--- config.mk ---
export PLATFORM = sky130hd
export DESIGN_NAME = rv32i_subset_instruction_decoder_top
export DESIGN_NICKNAME = d
export VERILOG_FILES = /design/src/hdl/rv32dec_pkg.sv /design/src/hdl/rv32i_subset_instruction_decoder_top.sv
export SDC_FILE = /design/constraint.sdc
export NUM_CORES = 1
export LEC_CHECK = 0
export BUFFER_PORTS_ARGS = -buffer_cell sky130_fd_sc_hd__buf_4
export CAP_MARGIN = 10
export CORE_UTILIZATION = 54
export CTS_BUF_LIST = sky130_fd_sc_hd__clkbuf_2
export DETAILED_ROUTE_END_ITERATION = 7
export HOLD_SLACK_MARGIN = 0.12
export PLACE_DENSITY_LB_ADDON = 0.05
export SYNTH_ARGS = -nofsm -noshare
export SYNTH_HDL_FRONTEND = slang
export SYNTH_SLANG_ARGS = --single-unit
--- constraint.sdc ---
create_clock -name clk_i -period 4.8 [get_ports clk_i]
set_input_delay 0.48 -clock clk_i [delete_from_list [all_inputs] [get_ports clk_i]]
set_output_delay 0.48 -clock clk_i [all_outputs]
set_load 0.05 [all_outputs]
--- src/hdl/rv32dec_pkg.sv ---
// ----------------------------------------------------------------------------
// rv32dec_pkg
// Types, codes and lookup functions shared by the instruction decoder.
// ----------------------------------------------------------------------------
package rv32dec_pkg;

  localparam int unsigned AddrWidth = 63;

  typedef struct packed {
    logic [31:0]          instr_word;
    logic [AddrWidth-1:0] fetch_address;
  } req_t;

  typedef struct packed {
    logic [AddrWidth-1:0] pass_address;
    logic [2:0]           instr_length;
    logic                 is_compressed;
    logic                 is_jump;
    logic [2:0]           format_kind;
    logic [1:0]           operand_count;
    logic [4:0]           first_reg;
    logic [4:0]           second_reg;
    logic signed [31:0]   immediate;
    logic [4:0]           instr_id;
  } res_t;

  localparam logic [4:0] OpcLoad   = 5'h00;
  localparam logic [4:0] OpcOpImm  = 5'h04;
  localparam logic [4:0] OpcAuipc  = 5'h05;
  localparam logic [4:0] OpcStore  = 5'h08;
  localparam logic [4:0] OpcLui    = 5'h0d;
  localparam logic [4:0] OpcBranch = 5'h18;
  localparam logic [4:0] OpcJalr   = 5'h19;
  localparam logic [4:0] OpcJal    = 5'h1b;

  localparam logic [2:0] FmtNone = 3'd0;
  localparam logic [2:0] FmtI    = 3'd1;
  localparam logic [2:0] FmtS    = 3'd2;
  localparam logic [2:0] FmtB    = 3'd3;
  localparam logic [2:0] FmtU    = 3'd4;
  localparam logic [2:0] FmtJ    = 3'd5;

  localparam logic [4:0] IdUnknown = 5'd0;
  localparam logic [4:0] IdLui     = 5'd1;
  localparam logic [4:0] IdAuipc   = 5'd2;
  localparam logic [4:0] IdJal     = 5'd3;
  localparam logic [4:0] IdJalr    = 5'd4;
  localparam logic [4:0] IdBeq     = 5'd5;
  localparam logic [4:0] IdBne     = 5'd6;
  localparam logic [4:0] IdBlt     = 5'd7;
  localparam logic [4:0] IdBge     = 5'd8;
  localparam logic [4:0] IdBltu    = 5'd9;
  localparam logic [4:0] IdBgeu    = 5'd10;
  localparam logic [4:0] IdLb      = 5'd11;
  localparam logic [4:0] IdLh      = 5'd12;
  localparam logic [4:0] IdLw      = 5'd13;
  localparam logic [4:0] IdLbu     = 5'd14;
  localparam logic [4:0] IdLhu     = 5'd15;
  localparam logic [4:0] IdSb      = 5'd16;
  localparam logic [4:0] IdSh      = 5'd17;
  localparam logic [4:0] IdSw      = 5'd18;
  localparam logic [4:0] IdAddi    = 5'd19;
  localparam logic [4:0] IdSlti    = 5'd20;
  localparam logic [4:0] IdSltiu   = 5'd21;
  localparam logic [4:0] IdXori    = 5'd22;
  localparam logic [4:0] IdOri     = 5'd23;
  localparam logic [4:0] IdAndi    = 5'd24;

  function automatic logic [4:0] branch_id(input logic [2:0] f3);
    logic [4:0] id;
    case (f3)
      3'd0: id = IdBeq;
      3'd1: id = IdBne;
      3'd4: id = IdBlt;
      3'd5: id = IdBge;
      3'd6: id = IdBltu;
      3'd7: id = IdBgeu;
      default: id = IdUnknown;
    endcase
    return id;
  endfunction

  function automatic logic [4:0] load_id(input logic [2:0] f3);
    logic [4:0] id;
    case (f3)
      3'd0: id = IdLb;
      3'd1: id = IdLh;
      3'd2: id = IdLw;
      3'd4: id = IdLbu;
      3'd5: id = IdLhu;
      default: id = IdUnknown;
    endcase
    return id;
  endfunction

  function automatic logic [4:0] store_id(input logic [2:0] f3);
    logic [4:0] id;
    case (f3)
      3'd0: id = IdSb;
      3'd1: id = IdSh;
      3'd2: id = IdSw;
      default: id = IdUnknown;
    endcase
    return id;
  endfunction

  function automatic logic [4:0] opimm_id(input logic [2:0] f3);
    logic [4:0] id;
    case (f3)
      3'd0: id = IdAddi;
      3'd2: id = IdSlti;
      3'd3: id = IdSltiu;
      3'd4: id = IdXori;
      3'd6: id = IdOri;
      3'd7: id = IdAndi;
      default: id = IdUnknown;
    endcase
    return id;
  endfunction

endpackage

--- src/hdl/rv32i_subset_instruction_decoder_top.sv ---
// ----------------------------------------------------------------------------
// rv32i_subset_instruction_decoder_top
// Decodes one 32-bit instruction word of a base-ISA subset per request.
//
//   Channel | Direction | Handshake               | Payload
//   in      | input     | in_valid_i / in_ready_o | in_req_i  (rv32dec_pkg::req_t)
//   out     | output    | out_valid_o/out_ready_i | out_res_o (rv32dec_pkg::res_t)
//
// A request is captured in the input register and decoded into the result
// register, which presents it on the out channel.
// One request per cycle is sustained while the output is not stalled.
// Reset clears both valid flags; payload registers are not reset.
// A stalled output holds its result; the input stage still takes one while empty.
// ----------------------------------------------------------------------------
module rv32i_subset_instruction_decoder_top (
  input  logic                clk_i,
  input  logic                rst_ni,
  input  logic                in_valid_i,
  output logic                in_ready_o,
  input  rv32dec_pkg::req_t   in_req_i,
  output logic                out_valid_o,
  input  logic                out_ready_i,
  output rv32dec_pkg::res_t   out_res_o
);

  logic              in_valid_q;
  rv32dec_pkg::req_t in_req_q;
  logic              out_valid_q;
  rv32dec_pkg::res_t out_res_q;
  rv32dec_pkg::res_t res_d;
  logic              s2_ready;
  logic              s1_ready;

  assign s2_ready   = !out_valid_q || out_ready_i;
  assign s1_ready   = !in_valid_q || s2_ready;
  assign in_ready_o = s1_ready;

  always_ff @(posedge clk_i or negedge rst_ni) begin
    if (!rst_ni) begin
      in_valid_q  <= 1'b0;
      out_valid_q <= 1'b0;
    end else begin
      if (s1_ready) begin
        in_valid_q <= in_valid_i;
      end
      if (s2_ready) begin
        out_valid_q <= in_valid_q;
      end
    end
  end

  always_ff @(posedge clk_i) begin
    if (s1_ready && in_valid_i) begin
      in_req_q <= in_req_i;
    end
    if (s2_ready && in_valid_q) begin
      out_res_q <= res_d;
    end
  end

  always_comb begin
    logic [31:0] w;
    logic [4:0]  opc;
    logic [2:0]  f3;
    logic [31:0] imm_i;
    w     = in_req_q.instr_word;
    opc   = w[6:2];
    f3    = w[14:12];
    imm_i = {{20{w[31]}}, w[31:20]};

    res_d               = '0;
    res_d.pass_address  = in_req_q.fetch_address;
    res_d.instr_length  = 3'd4;
    res_d.format_kind   = rv32dec_pkg::FmtNone;
    res_d.instr_id      = rv32dec_pkg::IdUnknown;

    if (w[1:0] != 2'b11) begin
      res_d.instr_length  = 3'd2;
      res_d.is_compressed = 1'b1;
    end else begin
      case (opc)
        rv32dec_pkg::OpcLui: begin
          res_d.format_kind = rv32dec_pkg::FmtU;
          res_d.instr_id    = rv32dec_pkg::IdLui;
          res_d.first_reg   = w[11:7];
          res_d.immediate   = {{12{w[31]}}, w[31:12]};
        end
        rv32dec_pkg::OpcAuipc: begin
          res_d.format_kind = rv32dec_pkg::FmtU;
          res_d.instr_id    = rv32dec_pkg::IdAuipc;
          res_d.first_reg   = w[11:7];
          res_d.immediate   = {w[31:12], 12'b0};
        end
        rv32dec_pkg::OpcJal: begin
          res_d.format_kind = rv32dec_pkg::FmtJ;
          res_d.instr_id    = rv32dec_pkg::IdJal;
          res_d.is_jump     = 1'b1;
          res_d.first_reg   = w[11:7];
          res_d.immediate   = {{12{w[31]}}, w[19:12], w[20], w[30:21], 1'b0};
        end
        rv32dec_pkg::OpcJalr: begin
          res_d.format_kind = rv32dec_pkg::FmtI;
          res_d.instr_id    = (f3 == 3'd0) ? rv32dec_pkg::IdJalr : rv32dec_pkg::IdUnknown;
          res_d.is_jump     = 1'b1;
          res_d.first_reg   = w[11:7];
          res_d.second_reg  = w[19:15];
          res_d.immediate   = imm_i;
        end
        rv32dec_pkg::OpcBranch: begin
          res_d.format_kind = rv32dec_pkg::FmtB;
          res_d.instr_id    = rv32dec_pkg::branch_id(f3);
          res_d.is_jump     = 1'b1;
          res_d.first_reg   = w[19:15];
          res_d.second_reg  = w[24:20];
          res_d.immediate   = {{20{w[31]}}, w[7], w[30:25], w[11:8], 1'b0};
        end
        rv32dec_pkg::OpcLoad: begin
          res_d.format_kind = rv32dec_pkg::FmtI;
          res_d.instr_id    = rv32dec_pkg::load_id(f3);
          res_d.first_reg   = w[11:7];
          res_d.second_reg  = w[19:15];
          res_d.immediate   = imm_i;
        end
        rv32dec_pkg::OpcStore: begin
          res_d.format_kind = rv32dec_pkg::FmtS;
          res_d.instr_id    = rv32dec_pkg::store_id(f3);
          res_d.first_reg   = w[19:15];
          res_d.second_reg  = w[24:20];
          res_d.immediate   = {{20{w[31]}}, w[31:25], w[11:7]};
        end
        rv32dec_pkg::OpcOpImm: begin
          res_d.format_kind = rv32dec_pkg::FmtI;
          res_d.instr_id    = rv32dec_pkg::opimm_id(f3);
          res_d.first_reg   = w[11:7];
          res_d.second_reg  = w[19:15];
          res_d.immediate   = imm_i;
        end
        default: begin
          res_d.format_kind = rv32dec_pkg::FmtNone;
        end
      endcase

      case (res_d.format_kind)
        rv32dec_pkg::FmtI, rv32dec_pkg::FmtS, rv32dec_pkg::FmtB: begin
          res_d.operand_count = 2'd3;
        end
        rv32dec_pkg::FmtU, rv32dec_pkg::FmtJ: begin
          res_d.operand_count = 2'd2;
        end
        default: begin
          res_d.operand_count = 2'd0;
        end
      endcase
    end
  end

  assign out_valid_o = out_valid_q;
  assign out_res_o   = out_res_q;

endmodule

==> reports/qor.txt <==
post-route cell area: 11000 µm²
# nets final: 879
antenna violations before repair: 1
Slew headroom: 34.9%
clock share of power: 29.1%
dominant cells by area after synthesis: edfxtp_1 82%, nand2_1 1.8%, a31oi_1 1.3%
Final min period: 2.40 ns
pre-CTS setup slack: 2.15 ns
top cells by count, synth: 213 x edfxtp_1, 38 x nand2_1, 20 x nor2_1
worst skew pair latency: 0.77 ns
global route overflow: 0
Final HPWL DP: 10400 µm
first-pass GRT wire length: 28000 µm
Routed WL: 18700 µm
clk sinks: 215
Clock Tree Root: clkbuf_2
die height: 122 µm
drt pass-1 iters: 5
worst-path fanout max: 38
final setup fails: 0
crit path to: out_res_o[34]
Flop pwr share: 55.7%
Core Box Area: 13900 µm²
sequential element share of the synthesized area: 83.1%
startpoint types: flip-flop
delay-heaviest family, CP: flip-flops
Yosys cell types: 56
Post-synth EDFFs: 213
drt via density: 5.22
Placed Instance Area: 9540 µm²
Tot GR Track Use: 25.6%
Final period util: 50.0%
Buf/Inv on CP: 1
worst path required time: 5.29 ns
DRC: 0
Die X: 122 µm
YS warnings: 0
Setup crit start: in_req_q[66]
Final GP Congestion: 0.901
Combinational Power Share: 15.2%
Final Skew: 0.0265 ns
r2r startpoint: in_req_q[66]
worst reg2reg setup slack: 2.40 ns
Peak Freq: 417 MHz
HP Start: in_req_q[32]
Reg clk slew, reported paths: 0.12 ns
top cell type's share of synthesized area: 82.5%
Syn Inst Count: 428
max incr delay on CP: 0.77 ns
Mapped Area: 7760 µm²
Final WS setup: 2.40 ns
Peak VDD IR: 0.328 mV
Reg-to-Reg End: out_res_o[34]
depth of the CTS H-tree: 2
worst min path class: reg -> reg
R2R depth: 5
share of layout cells above drive strength 1: 38.8%
Slew Limit Fails: 0
WL per Instance: 18.7 µm
vias in the first global route: 5302
synth-to-layout area growth: 42.0%
Max Cap Viol: 0
Sw Pwr: 1.21 mW
DRT antenna net count: 0
largest net degree at the start of global routing: 61
IO buf count: 219
actual slew at the worst max-slew pin: 0.969 ns
detailed-route via count: 5223
starting density of the core: 55.7%
Crit path depth: 5
Avg Inst Size Synth: 18.1 µm²
Inst Count DP: 807
P_leak: 4.26 nW
critical path class: reg -> reg
status: completed
final hold violations: 0
initial DRC count: 507
final core utilization: 79.1%
TritonCTS buffer count: 50
CP arrival: 2.89 ns
die area: 14800 µm²
Crit-path slowest cell: edfxtp_1
Power Density: 372 nW/µm²
most instantiated library cell after synthesis: edfxtp_1
FF+latch count, synth: 215
internal power: 2.88 mW
switching share of power: 29.6%
syn_nets: 527
CTS tree: built
RSZ-0062 raised after global routing: no
CP Cell Sequence: or2b_1 > nor3_2 > o41ai_4 > buf_4 > a21oi_1
io pins: 221
Top FF cell, synth: edfxtp_1
setup TNS: 0 ns
cell taking the most area after synthesis: edfxtp_1
non-filler instance count after layout: 1001
row count: 43
crit end category: flip-flop
async set-reset flop share out of synthesis: 0.930%
CTS max path bufs: 3
[what timing repair did]
item / 4_1_cts / 5_1_grt
hold endpoints to repair: 99 / 0
gates resized for setup: 0 / 0
hold buffers: 100 / 0
buffers inserted: 0 / 0
[worst register-to-register path, stage by stage, from the launching register on]
cell and delay (ns):
edfxtp_1 0.77, or2b_1 0.34, nor3_2 0.13, o41ai_4 0.37, buf_4 0.40, a21oi_1 0.12
[registers in the layout, indices dropped and copies added, names as in the netlist]
name and cells:
in_req_q 95, in_valid_q 1, out_res_o 118, out_valid_o 1
[cell type report]
type                    count  area (µm²)
diodes                      1        2.50
clock buffers              69         345
clock inverters            23         123
fillers                   765        2920
inverters                   5        18.8
multi-input cells         183        1160
flip-flops and latches    215        6450
well taps                 180         225
repair buffers            325        2690
[worst min path at each step]
| stage | endpoint | depth (start not counted) |
|---|---|---|
| 3_3_place_gp | out_valid_o | 1 |
| 4_1_cts | in_req_q[57] | 2 |
| 6_report | out_res_o[89] | 0 |
| 5_1_grt | in_req_q[38] | 2 |
| 2_1_floorplan | in_valid_q | 0 |
| 3_5_place_dp | in_valid_q | 1 |
[through the flow]
step,hold slack [ns],power (mW)
after floorplan,0.184,2.67
after global placement,0.262,2.86
after detailed placement,0.265,2.87
after CTS,0.319,4.08
after global routing,0.330,4.26
final,0.414,4.10
[cells by family after synthesis]
family	share of synthesized area [%]
AOI/OAI and AO/OA	7.21
xor gates and xnor gates	0.226
buffers and inverters	2.23
DFF	83.1
muxes	0.129
other	0.0483
and+or+nand+nor	7.05
[per-layer routing]
layer  vias up  global-route usage [%]  share of wire, %
met5         -                       0                 0
met4         0                    9.88               1.9
met3        27                    8.01               9.1
met2       273                    42.4                52
met1      2519                    31.3                37
li1       2404                       -                 -
[cells in the final DEF, fill, tap and decap left out, drive strengths merged, types with 2 or more instances in the layout]
cell type / synthesis / routed
nand2b: 6 / 6
a31oi: 16 / 16
nand2: 38 / 38
a21o: 2 / 2
o211ai: 3 / 3
inv: 5 / 5
dlygate4sd3: 0 / 100
clkbuf: 6 / 70
a22o: 11 / 11
o21ai: 8 / 8
a211oi: 3 / 3
nor3b: 3 / 3
or3: 2 / 2
nor2: 21 / 21
nand4b: 2 / 2
dfrtp: 2 / 2
edfxtp: 213 / 213
a22oi: 6 / 6
xnor2: 2 / 2
or2: 2 / 2
nand3: 2 / 2
clkinv: 0 / 22
nand3b: 3 / 3
a21oi: 15 / 15
nor4: 3 / 3
and2: 6 / 6
a222oi: 4 / 4
buf: 19 / 224
nor3: 8 / 8
or4: 2 / 2
and3: 2 / 2
[power by group through the flow]
stage | clock, mW | sequential (mW) | combinational (mW)
after floorplan | 0 | 2.55 | 0.117
after global placement | 0 | 2.31 | 0.545
after detailed placement | 0 | 2.32 | 0.549
after CTS | 1.19 | 2.28 | 0.616
after global routing | 1.31 | 2.29 | 0.650
final | 1.19 | 2.28 | 0.624
No activity file was read; power rests on OpenSTA's default activity.
